[config.mk]
export PLATFORM = sky130hd
export DESIGN_NAME = tile_blit_4bpp_transparent_unit
export DESIGN_NICKNAME = d
export VERILOG_FILES = /design/src/rtl/core/tblit_pkg.sv /design/src/rtl/core/tblit_fifo.sv /design/src/rtl/core/tblit_front.sv /design/src/rtl/core/tblit_back.sv /design/src/rtl/core/tile_blit_4bpp_transparent_unit.sv
export SDC_FILE = /design/constraint.sdc
export NUM_CORES = 1
export LEC_CHECK = 0
export ABC_CLOCK_PERIOD_IN_PS = 5750
export CORE_MARGIN = 1
export CORE_UTILIZATION = 59
export CTS_CLUSTER_SIZE = 30
export DETAILED_ROUTE_END_ITERATION = 10
export DONT_BUFFER_PORTS = 1
export PLACE_DENSITY_LB_ADDON = 0.12
export SYNTH_ARGS = -nofsm -noshare
export SYNTH_HDL_FRONTEND = slang
export SYNTH_SLANG_ARGS = --single-unit
[constraint.sdc]
create_clock -name clk -period 5.75 [get_ports clk]
set_input_delay 0.8625 -clock clk [delete_from_list [all_inputs] [get_ports clk]]
set_output_delay 0.8625 -clock clk [all_outputs]
set_load 0.1 [all_outputs]
[src/rtl/core/tblit_pkg.sv]
// tblit_pkg: shared types and codes for the 4bpp tile blitter.
// No dependencies; imported by every module of the block except tblit_fifo.
`default_nettype none

package tblit_pkg;

  // configuration register
  localparam int CFG_W = 11;
  localparam logic [CFG_W-1:0] FRAME_WIDTH_RESET = 11'd320;
  localparam logic REG_FRAME_WIDTH = 1'b0;  // paddr[2] of the frame_width register

  // input item codes
  localparam logic CMD_START = 1'b0;
  localparam logic CMD_DATA  = 1'b1;

  // nibble enables of one write beat
  localparam logic [1:0] MASK_LO = 2'b01;
  localparam logic [1:0] MASK_HI = 2'b10;

  localparam logic [3:0] NIB_ZERO = 4'h0;

  // one classified tile byte on its way from the front to the back
  typedef struct packed {
    logic [3:0] lo;     // even tile column
    logic [3:0] hi;     // odd tile column
    logic       lo_w;   // low pixel is written
    logic       hi_w;   // high pixel is written
    logic       odd;    // tile starts on an odd column: pixels straddle bytes
  } pix_op_t;

endpackage

`default_nettype wire

[src/rtl/core/tblit_fifo.sv]
// tblit_fifo: small register queue between the front and the back.
// Uses no package; width and depth come from parameters.
`default_nettype none

module tblit_fifo #(
  parameter int WIDTH = 8,
  parameter int DEPTH = 4
) (
  input  wire logic             clk,
  input  wire logic             rst,
  input  wire logic             wr_en,
  input  wire logic [WIDTH-1:0] wr_data,
  output logic                  full,
  input  wire logic             rd_en,
  output logic [WIDTH-1:0]      rd_data,
  output logic                  empty
);

  localparam int PW = (DEPTH > 1) ? $clog2(DEPTH) : 1;
  localparam int CW = $clog2(DEPTH + 1);

  logic [WIDTH-1:0] mem [DEPTH];
  logic [PW-1:0]    wr_ptr;
  logic [PW-1:0]    rd_ptr;
  logic [CW-1:0]    count;

  assign full    = (count == CW'(DEPTH));
  assign empty   = (count == '0);
  assign rd_data = mem[rd_ptr];

  always_ff @(posedge clk) begin
    if (rst) begin
      wr_ptr <= '0;
      rd_ptr <= '0;
      count  <= '0;
    end else begin
      if (wr_en) begin
        wr_ptr <= (wr_ptr == PW'(DEPTH - 1)) ? '0 : wr_ptr + PW'(1);
      end
      if (rd_en) begin
        rd_ptr <= (rd_ptr == PW'(DEPTH - 1)) ? '0 : rd_ptr + PW'(1);
      end
      if (wr_en && !rd_en) begin
        count <= count + CW'(1);
      end else if (rd_en && !wr_en) begin
        count <= count - CW'(1);
      end
    end
  end

  always_ff @(posedge clk) begin
    if (wr_en) begin
      mem[wr_ptr] <= wr_data;
    end
  end

endmodule

`default_nettype wire

[src/rtl/core/tblit_front.sv]
// tblit_front: takes start and data beats, tracks tile position, classifies bytes.
// Depends on tblit_pkg.
`default_nettype none

module tblit_front #(
  parameter int MAX_FRAME_WIDTH = 1024,
  parameter int MAX_TILE_SIDE   = 32,
  parameter int ADDR_BITS       = 19
) (
  input  wire logic                      clk,
  input  wire logic                      rst,
  input  wire logic [tblit_pkg::CFG_W-1:0] frame_width,
  input  wire logic                      accept,
  input  wire logic                      cmd,
  input  wire logic [9:0]                tile_x,
  input  wire logic [9:0]                tile_y,
  input  wire logic [5:0]                tile_side,
  input  wire logic                      transparent,
  input  wire logic [7:0]                tile_byte,
  output logic                           op_push,
  output logic [ADDR_BITS-1:0]           op_addr,
  output tblit_pkg::pix_op_t             op
);
  import tblit_pkg::*;

  localparam int PA   = ADDR_BITS + 1;
  localparam int FW   = $clog2(MAX_FRAME_WIDTH + 1);
  localparam int CFW  = (FW > CFG_W) ? FW : CFG_W;
  localparam int SW   = $clog2(MAX_TILE_SIDE + 1);
  localparam int CSW  = (SW > 6) ? SW : 6;
  localparam int BW   = $clog2((MAX_TILE_SIDE + 1) / 2 + 1);
  localparam int CMPW = ((BW + 1 > SW) ? BW + 1 : SW) + 1;
  localparam int MW   = 10 + FW;

  logic [PA-1:0] row_pixel_addr;
  logic [SW-1:0] row_count;
  logic [BW-1:0] byte_in_row;
  logic [SW-1:0] side_held;
  logic          skip_zero;
  logic          odd_column;
  logic          tile_active;

  logic [CFW-1:0]  fw_even;
  logic [FW-1:0]   eff_w;
  logic [CSW-1:0]  side_ext;
  logic [SW-1:0]   side_sat;
  logic [MW:0]     start_sum;
  logic [CMPW-1:0] col_p1;
  logic [CMPW-1:0] bpr;
  logic            hi_valid;
  logic            byte_last;
  logic            row_last;
  logic [PA-1:0]   pix;
  logic [3:0]      lo;
  logic [3:0]      hi;
  logic            lo_w;
  logic            hi_w;
  logic            data_go;

  // even width, clamped to the largest supported row
  always_comb begin
    fw_even = CFW'(frame_width) & ~CFW'(1);
    if (fw_even > CFW'(MAX_FRAME_WIDTH)) begin
      eff_w = FW'(MAX_FRAME_WIDTH) & ~FW'(1);
    end else begin
      eff_w = FW'(fw_even);
    end
  end

  always_comb begin
    side_ext  = CSW'(tile_side);
    side_sat  = (side_ext > CSW'(MAX_TILE_SIDE)) ? SW'(MAX_TILE_SIDE) : SW'(side_ext);
    start_sum = (MW + 1)'(tile_y) * (MW + 1)'(eff_w) + (MW + 1)'(tile_x);
  end

  always_comb begin
    lo        = tile_byte[3:0];
    hi        = tile_byte[7:4];
    col_p1    = CMPW'({byte_in_row, 1'b0}) + CMPW'(1);
    hi_valid  = col_p1 < CMPW'(side_held);
    lo_w      = !skip_zero || (lo != NIB_ZERO);
    hi_w      = hi_valid && (!skip_zero || (hi != NIB_ZERO));
    pix       = row_pixel_addr + PA'({byte_in_row, 1'b0});
    bpr       = (CMPW'(side_held) + CMPW'(1)) >> 1;
    byte_last = (CMPW'(byte_in_row) + CMPW'(1)) >= bpr;
    row_last  = (CMPW'(row_count) + CMPW'(1)) >= CMPW'(side_held);
    data_go   = accept && (cmd == CMD_DATA) && tile_active;
  end

  assign op_push = data_go && (lo_w || hi_w);
  assign op_addr = pix[PA-1:1];
  assign op      = '{lo: lo, hi: hi, lo_w: lo_w, hi_w: hi_w, odd: odd_column};

  always_ff @(posedge clk) begin
    if (rst) begin
      row_pixel_addr <= '0;
      row_count      <= '0;
      byte_in_row    <= '0;
      side_held      <= '0;
      skip_zero      <= 1'b0;
      odd_column     <= 1'b0;
      tile_active    <= 1'b0;
    end else if (accept && (cmd == CMD_START)) begin
      if (tile_side == 6'd0) begin
        tile_active <= 1'b0;
      end else begin
        side_held      <= side_sat;
        skip_zero      <= transparent;
        odd_column     <= tile_x[0];
        row_pixel_addr <= PA'(start_sum);
        row_count      <= '0;
        byte_in_row    <= '0;
        tile_active    <= 1'b1;
      end
    end else if (data_go) begin
      if (byte_last) begin
        byte_in_row    <= '0;
        row_count      <= row_count + SW'(1);
        row_pixel_addr <= row_pixel_addr + PA'(eff_w);
        if (row_last) begin
          tile_active <= 1'b0;
        end
      end else begin
        byte_in_row <= byte_in_row + BW'(1);
      end
    end
  end

endmodule

`default_nettype wire

[src/rtl/core/tblit_back.sv]
// tblit_back: expands queued bytes into nibble-masked write beats.
// Depends on tblit_pkg; output register doubles as the result queue head.
`default_nettype none

module tblit_back #(
  parameter int ADDR_BITS = 19
) (
  input  wire logic                 clk,
  input  wire logic                 rst,
  input  wire logic                 op_empty,
  input  wire logic [ADDR_BITS-1:0] op_addr,
  input  wire tblit_pkg::pix_op_t   op,
  output logic                      op_pop,
  output logic                      empty,
  input  wire logic                 pop,
  output logic [ADDR_BITS-1:0]      write_addr,
  output logic [7:0]                write_data,
  output logic [1:0]                nibble_mask,
  output logic                      last_of_run
);
  import tblit_pkg::*;

  logic                 out_valid;
  logic                 phase;      // second beat of a straddling byte
  logic                 load;
  logic                 two_beats;
  logic [ADDR_BITS-1:0] b_addr;
  logic [7:0]           b_data;
  logic [1:0]           b_mask;
  logic                 b_last;

  always_comb begin
    two_beats = op.odd && op.lo_w && op.hi_w;
    load      = !op_empty && (!out_valid || pop);
    op_pop    = load && !(two_beats && !phase);
    if (!op.odd) begin
      b_addr = op_addr;
      b_data = {op.hi_w ? op.hi : NIB_ZERO, op.lo_w ? op.lo : NIB_ZERO};
      b_mask = (op.hi_w ? MASK_HI : 2'b00) | (op.lo_w ? MASK_LO : 2'b00);
      b_last = 1'b1;
    end else if (op.lo_w && !phase) begin
      b_addr = op_addr;
      b_data = {op.lo, NIB_ZERO};
      b_mask = MASK_HI;
      b_last = !op.hi_w;
    end else begin
      b_addr = op_addr + ADDR_BITS'(1);
      b_data = {NIB_ZERO, op.hi};
      b_mask = MASK_LO;
      b_last = 1'b1;
    end
  end

  assign empty = !out_valid;

  always_ff @(posedge clk) begin
    if (rst) begin
      out_valid <= 1'b0;
      phase     <= 1'b0;
    end else begin
      if (load) begin
        out_valid <= 1'b1;
        phase     <= two_beats && !phase;
      end else if (pop) begin
        out_valid <= 1'b0;
      end
    end
  end

  always_ff @(posedge clk) begin
    if (load) begin
      write_addr  <= b_addr;
      write_data  <= b_data;
      nibble_mask <= b_mask;
      last_of_run <= b_last;
    end
  end

endmodule

`default_nettype wire

[src/rtl/core/tile_blit_4bpp_transparent_unit.sv]
// tile_blit_4bpp_transparent_unit: top level of the 4bpp tile blitter.
// Depends on tblit_pkg, tblit_front, tblit_fifo and tblit_back.
`default_nettype none

// Places a square tile of 4-bit pixels into a nibble-packed framebuffer
// (even pixel in the low nibble). Push a start beat (cmd 0) with position,
// side and transparency, then one data beat (cmd 1) per tile byte, rows
// padded to an even pixel count. Each data byte gives zero, one or two
// nibble-masked byte writes on the result queue; last_of_run flags the
// final write of a byte. Input beats are taken one per cycle while the
// four-entry byte queue has room. The result side gives one write per cycle
// from its output register while pop is high and bytes wait; a byte needs one
// write at even tile x, up to two at odd x, where both pixels straddle two
// bytes, so that register sets the sustained rate. frame_width (APB address
// 0) must be written only while idle (not enforced by the block). Odd values
// lose bit 0, large ones clamp to MAX_FRAME_WIDTH. Addresses wrap, unclipped.
module tile_blit_4bpp_transparent_unit #(
  parameter int MAX_FRAME_WIDTH = 1024,
  parameter int MAX_TILE_SIDE   = 32,
  parameter int ADDR_BITS       = 19
) (
  input  wire logic                 clk,
  input  wire logic                 rst,
  // config port
  input  wire logic                 psel,
  input  wire logic                 penable,
  input  wire logic                 pwrite,
  input  wire logic [2:0]           paddr,
  input  wire logic [31:0]          pwdata,
  output logic [31:0]               prdata,
  output logic                      pready,
  // input beats
  input  wire logic                 push,
  output logic                      full,
  input  wire logic                 cmd,
  input  wire logic [9:0]           tile_x,
  input  wire logic [9:0]           tile_y,
  input  wire logic [5:0]           tile_side,
  input  wire logic                 transparent,
  input  wire logic [7:0]           tile_byte,
  // result beats
  output logic                      empty,
  input  wire logic                 pop,
  output logic [ADDR_BITS-1:0]      write_addr,
  output logic [7:0]                write_data,
  output logic [1:0]                nibble_mask,
  output logic                      last_of_run
);
  import tblit_pkg::*;

  localparam int QDEPTH = 4;
  localparam int QW     = ADDR_BITS + $bits(pix_op_t);

  logic [CFG_W-1:0]     frame_width;
  logic                 accept;
  logic                 op_push;
  logic [ADDR_BITS-1:0] f_addr;
  pix_op_t              f_op;
  logic [QW-1:0]        q_rd;
  logic                 q_empty;
  logic                 q_pop;
  logic [ADDR_BITS-1:0] b_addr;
  pix_op_t              b_op;

  // APB register: one word, no wait states
  assign pready = 1'b1;
  assign prdata = (paddr[2] == REG_FRAME_WIDTH) ? 32'(frame_width) : 32'd0;

  always_ff @(posedge clk) begin
    if (rst) begin
      frame_width <= FRAME_WIDTH_RESET;
    end else if (psel && penable && pwrite && pready && (paddr[2] == REG_FRAME_WIDTH)) begin
      frame_width <= pwdata[CFG_W-1:0];
    end
  end

  // the queue filling up is the only thing that holds the input side
  assign accept = push && !full;

  tblit_front #(
    .MAX_FRAME_WIDTH (MAX_FRAME_WIDTH),
    .MAX_TILE_SIDE   (MAX_TILE_SIDE),
    .ADDR_BITS       (ADDR_BITS)
  ) u_front (
    .clk         (clk),
    .rst         (rst),
    .frame_width (frame_width),
    .accept      (accept),
    .cmd         (cmd),
    .tile_x      (tile_x),
    .tile_y      (tile_y),
    .tile_side   (tile_side),
    .transparent (transparent),
    .tile_byte   (tile_byte),
    .op_push     (op_push),
    .op_addr     (f_addr),
    .op          (f_op)
  );

  // bytes with at least one pixel to write wait here for the back end
  tblit_fifo #(
    .WIDTH (QW),
    .DEPTH (QDEPTH)
  ) u_queue (
    .clk     (clk),
    .rst     (rst),
    .wr_en   (op_push),
    .wr_data ({f_addr, f_op}),
    .full    (full),
    .rd_en   (q_pop),
    .rd_data (q_rd),
    .empty   (q_empty)
  );

  assign b_addr = q_rd[QW-1 -: ADDR_BITS];
  assign b_op   = pix_op_t'(q_rd[$bits(pix_op_t)-1:0]);

  tblit_back #(
    .ADDR_BITS (ADDR_BITS)
  ) u_back (
    .clk         (clk),
    .rst         (rst),
    .op_empty    (q_empty),
    .op_addr     (b_addr),
    .op          (b_op),
    .op_pop      (q_pop),
    .empty       (empty),
    .pop         (pop),
    .write_addr  (write_addr),
    .write_data  (write_data),
    .nibble_mask (nibble_mask),
    .last_of_run (last_of_run)
  );

endmodule

`default_nettype wire
==> impl_metrics.json, run 1 <==
{
  "status": "complete, no violations",
  "period_share": 0.9926,
  "clock_path_buffers": 3,
  "synth_area_per_cell_um2": 11.18,
  "numCtsBuffers": 23,
  "crit_path_start_kind": "register",
  "via_per_inst": 5.728,
  "syn-cell-area_um2": 13630,
  "synth-edff-count": 150,
  "crit_slowest_cell": "fa_1",
  "grt_pass1_wl_mm": 44.73,
  "synth_area_leaders": "edfxtp_1 33%, fa_1 11%, dfxtp_1 9.0%, ha_1 8.9%, mux4_2 5.0%",
  "hold_buffers": 0,
  "dr.pass1.iters": 4,
  "cts.sinks": 211,
  "synthFlopType": "edfxtp_1",
  "rsz0062_at_grt": "true",
  "yosysSeqAreaShare": 0.4199,
  "fillCellCount": 1720,
  "final_common_cell": "edfxtp_1",
  "path_cells": "nor4_4 > a31oi_2 > nor2b_1 > buf_4 > buf_6 > nand2_4 > fa_1 > inv_1 > fa_1 > fa_1 > fa_1 > inv_1 > fa_1 > inv_2 > ha_4 > nand2_2 > or4b_4 > o2111ai_2 > nand2_1 > a2111o_1 > and4b_1 > a311o_1",
  "chipHeight_um": 154.0,
  "layout_common_cells": "150 x edfxtp_1, 121 x nand2_1, 111 x inv_1",
  "timing.rr.end": "u_front.row_pixel_addr[17]$_SDFFE_PP0P_",
  "clock_skew_ps": 28.27,
  "gp_congestion": 0.8731,
  "ys_async_sr_fraction": 0,
  "cts_tree": "yes",
  "die_area_um2": 23720,
  "cp_common_cell": "fa_1",
  "end_kind": "register",
  "yosysTopAreaCellShare": 0.3304,
  "ios": 143,
  "fin_cells": 1550,
  "drtIter0Drc": 478,
  "crit_family": "adder cells",
  "cp_slowest_stage_delay_ps": 530,
  "min-delay-start": "rst",
  "r2r-start": "frame_width[6]$_SDFFE_PP1P_",
  "ys_ff_latch": 211,
  "crit_required_ps": 6140,
  "initial_core_util": 0.6022,
  "ant_nets": 0,
  "grt_max_degree": 44,
  "slew_headroom": 0.2868,
  "min_period_ps": 5708,
  "holdCritPathClass": "in -> reg",
  "area_growth_pct": 10.12,
  "htreeDepth": 1,
  "ir_worst_vdd_mv": 0.2716,
  "grt_pass1_vias": 8687,
  "antenna_cells": 0,
  "drt-total-wl_mm": 27.52,
  "p_per_area_nw_per_um2": 376.9,
  "routedWlPerCell_um": 17.75,
  "cp_num_buf_inv": 5,
  "path_clk_slew_ps": 60,
  "portBuffers": 0,
  "num_rows": 55,
  "hold_end": "frame_width[9]$_SDFFE_PP0P_",
  "die_x_um": 154.0,
  "yosysTopAreaCell": "edfxtp_1",
  "clk_latency_ps": 520,
  "cts-root-buf": "clkbuf_16",
  "critPathMaxFanout": 4,
  "final.setup.worst_slack_ps": 42.46,
  "dpl_worst_slack_ps": -187.6,
  "hpwlAfterDp_mm": 20.60,
  "dp_cells": 1505,
  "yosysUniqueCellTypes": 70,
  "critical_path_class": "reg -> reg",
  "slew_violations": 0,
  "drc": 0,
  "drv_cap": 0,
  "clock.fmax_mhz": 175.2,
  "core_area_um2": 22640,
  "grt_usage": 0.2390,
  "finalHoldViolCount": 0,
  "r2r_cells": 22,
  "grt_overflow_total": 0,
  "setup_violations": 0,
  "min_path_cells": 1,
  "num_vias": 8879,
  "post_synth_inst_count": 1219,
  "nets": 1497,
  "leakagePower_nw": 6.122,
  "reg2reg_slack_ps": 40,
  "drive_above_1_share": 0.1462,
  "grt_antenna_before_repair": 0,
  "yosysWarnings": 0,
  "worst_slew_pin_slew_ps": 1065,
  "arrival_ps": 6100
}
cell usage after synthesis (17+ instances only):
| master | count |
|---|---|
| xor2_1 | 18 |
| buf_4 | 23 |
| and2_1 | 65 |
| xnor2_1 | 54 |
| edfxtp_1 | 150 |
| inv_1 | 115 |
| clkbuf_1 | 27 |
| nand3_1 | 29 |
| a21oi_1 | 49 |
| mux4_2 | 30 |
| o21ai_0 | 35 |
| nor2_1 | 49 |
| a21o_1 | 17 |
| nand2_1 | 125 |
| ha_1 | 97 |
| dfxtp_1 | 61 |
| nor2b_1 | 28 |
| fa_1 | 73 |
worst register-to-register path, stage by stage (launching register included):
cell and delay (ps):
dfxtp_2 330, nor4_4 270, a31oi_2 120, nor2b_1 130, buf_4 160, buf_6 110
nand2_4 50, fa_1 530, inv_1 50, fa_1 500, fa_1 430, fa_1 490
inv_1 50, fa_1 490, inv_2 50, ha_4 230, nand2_2 70, or4b_4 470
o2111ai_2 210, nand2_1 110, a2111o_1 290, and4b_1 210, a311o_1 280
per-stage QoR:
| step | TNS, ps | total power [W] | hold WS (ps) | utilization | area, um2 |
|---|---|---|---|---|---|
| after CTS | 0 | 0.005672 | 397.8 | 0.6600 | 14940 |
| after detailed placement | -354.7 | 0.004238 | 447.6 | 0.6237 | 14120 |
| after floorplan | -0.8313 | 0.003938 | 431.8 | - | 13740 |
| final | 0 | 0.005658 | 415.5 | 0.6632 | 15010 |
| after global placement | -305.4 | 0.004214 | 434.5 | 0.6237 | 14120 |
| after global routing | -283.1 | 0.005909 | 405.6 | 0.6632 | 15010 |
where the power goes:
group	total [W]	internal (W)	switching, W
combinational	0.00142	0.000595	0.000827
sequential	0.00284	0.00190	0.000938
clock	0.00140	0.000796	0.000602
flip-flops by register name (all words and copies together), names as in the netlist, named ones only:
register                cells
u_queue.rd_ptr              2
u_queue.wr_ptr              2
u_front.odd_column          1
u_back.phase                1
u_back.out_valid            1
frame_width                11
u_back.write_data           8
u_front.row_count           6
u_back.nibble_mask          2
u_back.write_addr          19
u_front.skip_zero           1
u_queue.mem               120
u_front.side_held           6
u_front.row_pixel_addr     19
u_front.tile_active         1
u_queue.count               3
u_front.byte_in_row         5
u_back.last_of_run          1
layer usage:
layer  GRT usage  part of all wire
met5           0                 0
met4     0.06143             0.024
met3     0.03354             0.052
met2      0.4035              0.48
met1      0.3258              0.44
worst max-delay path by stage:
stage / start / end / slack (ps) / depth (start not counted)
after global routing: frame_width[6]$_SDFFE_PP1P_ / u_front.row_pixel_addr[17]$_SDFFE_PP0P_ / -140 / 22
final: frame_width[6]$_SDFFE_PP1P_ / u_front.row_pixel_addr[17]$_SDFFE_PP0P_ / 40 / 22
after detailed placement: frame_width[7]$_SDFFE_PP0P_ / u_front.row_pixel_addr[17]$_SDFFE_PP0P_ / -190 / 21
after CTS: frame_width[9]$_SDFFE_PP0P_ / u_front.row_pixel_addr[16]$_SDFFE_PP0P_ / 8 / 23
after floorplan: tile_y[7] / u_front.row_pixel_addr[17]$_SDFFE_PP0P_ / -0.8 / 18
after global placement: frame_width[6]$_SDFFE_PP1P_ / u_front.row_pixel_addr[17]$_SDFFE_PP0P_ / -150 / 23
cell type report:
class / count / area (um2) / share of cell area
Multi-Input combinational cell: 846 / 7361 / 0.4903
Sequential cell: 211 / 5734 / 0.3819
Clock buffer: 25 / 586.8 / 0.03908
Inverter: 115 / 431.7 / 0.02875
Timing Repair Buffer: 52 / 405.4 / 0.02700
Tap cell: 285 / 356.6 / 0.02375
Clock inverter: 16 / 138.9 / 0.009250
cell families after synthesis:
kind of cell,Yosys count,synth area share
AO/OA/AOI/OAI,178,0.08635
flip-flops,211,0.4199
multiplexers,38,0.05552
buffers and inverters,182,0.05873
other,2,0.0005508
adder cells (fa/ha/maj),170,0.1962
AND/OR/NAND/NOR,366,0.1365
XOR/XNOR,72,0.04625
what timing repair did:
item                                    4_1_cts  5_1_grt
setup buffers                                 2        2
gates cloned                                  0        0
pin swaps                                    23       13
endpoints found under the setup margin        3        7
resized for setup                            22       18
Note: power is estimated with default switching activity, not from simulation.
==> inputs of run 2 (changes only) <==
- ABC_CLOCK_PERIOD_IN_PS: 5750 -> 5000
- clock period: 5.75 -> 5 ns (I/O delays scaled with it)
==> run 2 against run 1 <==
Effect of this change:
- the flow now finishes with violations (negative setup slack)
- count of clock-buffer cells in the layout unchanged
- clock skew decreased by 7.9 ps
- register-to-register slack got worse by 750 ps
- critical path depth up 1
- routed wire length grew 2.4%
- sequential power rose by 15%
- non-clock buffer count is 44 higher
- highest routed layer unchanged
- final area increased by 4.1%
- fmax barely moved
==> impl_metrics.json, run 2 (synthesis results as in run 1) <==
{
  "grt_max_degree": 44,
  "regArea_um2": 5732,
  "finalHoldViolCount": 0,
  "routedWlPerCell_um": 17.69,
  "num_rows": 55,
  "path_cells": "nor4_4 > a31oi_1 > nor2b_1 > buf_4 > nand2_2 > fa_1 > inv_1 > fa_1 > inv_1 > fa_1 > inv_1 > fa_1 > inv_2 > fa_1 > inv_2 > ha_4 > nand2_2 > or4b_4 > o2111ai_2 > nand2_1 > a2111o_1 > and4b_1 > a311o_1",
  "cts_tree": "yes",
  "final.setup.worst_slack_ps": -704.8,
  "ant_nets": 0,
  "critPathMaxFanout": 4,
  "arrival_ps": 6090,
  "cts.sinks": 211,
  "gp_congestion": 0.8755,
  "cp_common_cell": "fa_1",
  "hold_buffers": 0,
  "via_per_inst": 5.729,
  "ios": 143,
  "grt_antenna_before_repair": 2,
  "clock_skew_ps": 20.37,
  "grt_pass1_vias": 9027,
  "final_common_cell": "edfxtp_1",
  "dr.pass1.iters": 5,
  "clock.fmax_mhz": 175.3,
  "end_kind": "register",
  "largest_register_ffs": 120,
  "leakagePower_nw": 6.390,
  "drtIter0Drc": 559,
  "chipHeight_um": 154.0,
  "slew_headroom": 0.2851,
  "die_x_um": 154.0,
  "violations": "negative setup slack",
  "reg_top3": "u_queue.mem: 120 flops, u_back.write_addr: 19 flops, u_front.row_pixel_addr: 19 flops",
  "drt-total-wl_mm": 28.18,
  "crit_path_start_kind": "register",
  "cp_slowest_stage_delay_ps": 510,
  "num_vias": 9126,
  "setup_violations": 9,
  "crit_required_ps": 5390,
  "area_growth_pct": 14.60,
  "layout_common_cells": "150 x edfxtp_1, 120 x nand2_1, 109 x inv_1",
  "critical_path_class": "reg -> reg",
  "top_register": "u_queue.mem",
  "holdCritPathClass": "in -> reg",
  "status": "finished with violations",
  "grt_usage": 0.2435,
  "min_period_ps": 5705,
  "fillCellCount": 1641,
  "clk_latency_ps": 510,
  "total_power_w": 0.006839,
  "htreeDepth": 1,
  "worst_slew_pin_slew_ps": 1067,
  "grt_pass1_wl_mm": 45.66,
  "ir_worst_vdd_mv": 0.3274,
  "rsz0062_at_grt": "true",
  "die_area_um2": 23720,
  "hpwlAfterDp_mm": 20.78,
  "route.met3.wl_mm": 1.245,
  "drc": 0,
  "cts-root-buf": "clkbuf_16",
  "portBuffers": 0,
  "wl_met1_mm": 12.09,
  "core_area_um2": 22640,
  "highest_layer": "met4",
  "drive_above_1_share": 0.1875,
  "initial_core_util": 0.6022,
  "multiInputGateArea_um2": 7531,
  "path_clk_slew_ps": 60,
  "nets": 1540,
  "slew_violations": 0,
  "period_share": 1.141,
  "drv_cap": 0,
  "clock_path_buffers": 3,
  "postLayoutCoreUtil": 0.6901,
  "crit_slowest_cell": "fa_1",
  "numCtsBuffers": 22,
  "grt_overflow_total": 0,
  "p_per_area_nw_per_um2": 437.7,
  "dr_wl_met2_mm": 14.12
}
run 2: cell count changes in the layout (fill, tap and decap cells not counted), moves of 4 or more:
| cell | delta |
|---|---|
| bufinv_16 | +5 |
| buf_6 | +9 |
| buf_4 | +35 |
| nor2b_1 | -4 |
| ha_1 | -5 |
| clkinv_2 | -4 |
| ha_4 | +6 |
run 2: metrics by stage:
step           setup WS (ps)  TNS, ps  instance area, um2  hold slack, ps  cells
5_1_grt               -871.3    -6990               15630           292.2   1593
6_report              -704.8    -5102               15630           305.8   1593
3_3_place_gp          -645.1    -4277               14420           438.3   1539
2_1_floorplan         -427.4    -2166               13780           431.8   1239
4_1_cts               -624.8    -4555               15420           286.9   1588
3_5_place_dp          -733.7    -5108               14420           449.9   1539
run 2: final timing paths:
kind	start	to	slack, ps	cells after the start
setup / recovery	frame_width[6]$_SDFFE_PP1P_	u_front.row_pixel_addr[17]$_SDFFE_PP0P_	-700	23
hold / removal	rst	frame_width[9]$_SDFFE_PP0P_	310	1
setup reg to reg	frame_width[6]$_SDFFE_PP1P_	u_front.row_pixel_addr[17]$_SDFFE_PP0P_	-700	23
hold reg to reg	frame_width[0]$_SDFFE_PP0P_	frame_width[0]$_SDFFE_PP0P_	460	2
run 2: area by class of cell:
type                            instances  area share
Tap cell                              285     0.02282
Sequential cell                       211      0.3668
Inverter                              115     0.02763
Clock buffer                           25     0.03595
Timing Repair Buffer                   96     0.04925
Antenna cell                            1   0.0001602
Multi-Input combinational cell        846      0.4820
Clock inverter                         14     0.01537
run 2: what timing repair did:
| item | 4_1_cts | 5_1_grt |
|---|---|---|
| endpoints found under the hold margin | 0 | 0 |
| endpoints found under the setup margin | 10 | 13 |
| pin swaps | 18 | 23 |
| buffers inserted | 11 | 6 |
| gates resized for setup | 24 | 39 |
run 2: where the power goes:
part / switching, W / internal [W] / total [W]
combinational: 0.000990 / 0.000792 / 0.00178
sequential: 0.00108 / 0.00218 / 0.00326
clock: 0.000670 / 0.00112 / 0.00179
run 2: critical path, delay by kind of cell, from the launching register on:
kind | cells | cell delay [ps]
DFF | 1 | 340
AOI/OAI and AO/OA | 4 | 870
adders and majority gates | 6 | 2600
and+or+nand+nor | 7 | 1380
buffers and inverters | 6 | 410
run 2: routing by layer:
| metal | vias to the layer above | track usage |
|---|---|---|
| li1 | 4359 | - |
| met1 | 4479 | 0.3136 |
| met2 | 238 | 0.4284 |
| met3 | 50 | 0.03016 |
| met4 | 0 | 0.07667 |
| met5 | - | 0 |
==> inputs of run 3 (changes only) <==
- ABC_CLOCK_PERIOD_IN_PS: 5000 -> 5500
- CORE_UTILIZATION: 59 -> 60
- SYNTH_HIERARCHICAL: unset -> 1
- clock period: 5 -> 5.5 ns (I/O delays scaled with it)
==> run 3 against run 2 <==
Effect of this change:
- the run now ends clean
- critical path depth shrank 2
- final cell count increased by 3.4%
- via count is 2.6% higher
- final area grew 0.37%
- count of clock-buffer cells in the layout increased by 1
- largest cell class unchanged
- highest routed layer unchanged
==> impl_metrics.json, run 3 <==
{
  "crit_path_start_kind": "register",
  "final_common_cell": "edfxtp_1",
  "synth_area_leaders": "edfxtp_1 32%, fa_1 10%, dfxtp_1 8.6%, ha_1 8.6%, mux4_2 4.8%",
  "die_area_um2": 24190,
  "routedWlPerCell_um": 17.01,
  "ios": 143,
  "leakagePower_nw": 6.338,
  "period_share": 0.9616,
  "fin_cells": 1647,
  "antenna_cells": 0,
  "cts-root-buf": "clkbuf_16",
  "setup_violations": 0,
  "synth-edff-count": 150,
  "grt_max_degree": 74,
  "grt_pass1_wl_mm": 46.07,
  "post_synth_inst_count": 1287,
  "grt_overflow_total": 0,
  "core_area_um2": 22850,
  "regArea_um2": 5728,
  "grt_antenna_before_repair": 0,
  "grt_pass1_vias": 9287,
  "htreeDepth": 1,
  "cts_tree": "yes",
  "top_register": "u_queue/mem",
  "arrival_ps": 5720,
  "synth_area_per_cell_um2": 10.99,
  "min_path_cells": 1,
  "area_growth_pct": 10.86,
  "dpl_worst_slack_ps": -245.4,
  "critical_path_class": "reg -> reg",
  "largest_register_ffs": 120,
  "clk_latency_ps": 520,
  "yosysTopAreaCell": "edfxtp_1",
  "critPathMaxFanout": 6,
  "clock_path_buffers": 3,
  "fillCellCount": 1676,
  "ant_nets": 0,
  "num_vias": 9363,
  "slew_violations": 0,
  "drtIter0Drc": 524,
  "drt-total-wl_mm": 28.02,
  "slew_headroom": 0.2806,
  "r2r_cells": 21,
  "grt_usage": 0.2401,
  "syn-cell-area_um2": 14150,
  "holdCritPathClass": "in -> reg",
  "gp_congestion": 0.8583,
  "hold_buffers": 0,
  "via_per_inst": 5.685,
  "min_period_ps": 5289,
  "ys_ff_latch": 211,
  "finalHoldViolCount": 0,
  "reg_top3": "u_queue/mem: 120 flops, u_back/write_addr: 19 flops, u_front/row_pixel_addr: 19 flops",
  "yosysSeqAreaShare": 0.4047,
  "final.setup.worst_slack_ps": 211.2,
  "ir_worst_vdd_mv": 0.3056,
  "end_kind": "register",
  "hpwlAfterDp_mm": 20.77,
  "synth_most_common_cell": "edfxtp_1",
  "cts.sinks": 211,
  "initial_core_util": 0.6192,
  "drc": 0,
  "synthFlopType": "edfxtp_1",
  "multiInputGateArea_um2": 7901,
  "clock.fmax_mhz": 189.1,
  "drive_above_1_share": 0.1634,
  "drv_cap": 0,
  "crit_required_ps": 5930,
  "layout_common_cells": "150 x edfxtp_1, 113 x nand2_1, 106 x inv_1",
  "num_rows": 55,
  "worst_slew_pin_slew_ps": 1074,
  "ys_async_sr_fraction": 0,
  "portBuffers": 0,
  "status": "complete, no violations",
  "yosysUniqueCellTypes": 74,
  "numCtsBuffers": 23,
  "nets": 1565,
  "dr.pass1.iters": 5,
  "clock_skew_ps": 16.81,
  "chipHeight_um": 155.5,
  "path_clk_slew_ps": 60,
  "die_x_um": 155.5,
  "synth_common_cells": "150 x edfxtp_1, 115 x nand2_1, 113 x inv_1",
  "yosysTopAreaCellShare": 0.3184,
  "yosysWarnings": 6,
  "dp_cells": 1599,
  "p_per_area_nw_per_um2": 393.1
}
[run 3: cell types whose count changed after synthesis, sizes merged, moves of 9 or more]
cell / before / now
buf: 40 / 52
mux2i: 7 / 18
nand2: 125 / 115
nand2b: 14 / 26
nand3: 29 / 38
nor2: 49 / 58
nor3: 10 / 24
[run 3: what timing repair did]
item,4_1_cts,5_1_grt
endpoints found under the setup margin,9,11
resized for setup,11,49
pin swaps,8,39
buffers inserted,2,4
[run 3: logic make-up after synthesis]
logic type / share of synthesized area
muxes: 0.06050
DFF: 0.4047
buffers and inverters: 0.06536
adders and majority gates: 0.1891
xor gates and xnor gates: 0.03839
AOI/OAI and AO/OA: 0.08659
other: 0.0005309
and+or+nand+nor: 0.1548
[run 3: per-stage QoR]
stage	setup TNS (ps)	hold WS [ps]	power [W]	cell area, um2	utilization
floorplan	0	436.7	0.004337	14250	-
global placement	-1132	453.5	0.004654	14660	0.6416
detailed placement	-1187	458.4	0.004690	14660	0.6416
CTS	0	366.3	0.006122	15440	0.6757
global route	-67.01	363.3	0.006493	15680	0.6864
finish	0	388.3	0.006166	15680	0.6864
[run 3: final timing paths]
path | startpoint | slack, ps | endpoint
worst max-delay path | frame_width[8]$_SDFFE_PP1P_ | 210 | u_front/row_pixel_addr[14]$_SDFFE_PP0P_
worst min-delay path | rst | 390 | u_front/row_count[2]$_SDFFE_PP0P_
worst max register to register | frame_width[8]$_SDFFE_PP1P_ | 210 | u_front/row_pixel_addr[14]$_SDFFE_PP0P_
worst min register to register | frame_width[0]$_SDFFE_PP0P_ | 470 | frame_width[0]$_SDFFE_PP0P_
[run 3: layout make-up]
type,instances,area share
Inverter,113,0.02705
Clock inverter,16,0.005984
Timing Repair Buffer,68,0.03487
Sequential cell,211,0.3652
Tap cell,313,0.02497
Multi-Input combinational cell,900,0.5038
Clock buffer,26,0.03806
[run 3: report_power, final]
| part | total [W] | switching, W | internal (W) |
|---|---|---|---|
| clock network | 0.00139 | 0.000605 | 0.000785 |
| registers | 0.00294 | 0.000949 | 0.00200 |
| logic | 0.00183 | 0.00106 | 0.000774 |
| total | 0.00617 | 0.00261 | 0.00356 |
[run 3: metal layers]
layer | vias up | track usage | routed length (um)
met5 | - | 0 | 0
met2 | 236 | 0.4354 | 14310
met3 | 25 | 0.03278 | 1334
met1 | 4574 | 0.3063 | 11920
li1 | 4528 | - | -
met4 | 0 | 0.05089 | 452
[run 3: critical path: stages, from the launching register on]
cell and delay [ps]:
dfxtp_1 320, nor3_1 270, a31oi_2 170, nor2b_4 260, and2_4 190, fa_1 400
ha_1 280, inv_1 50, fa_1 530, inv_1 50, fa_1 520, inv_2 40
fa_1 490, inv_2 50, ha_4 240, and2_4 180, nor4_4 280, a21oi_4 100
buf_4 150, o21ai_1 90, or4b_4 470, o221ai_2 70
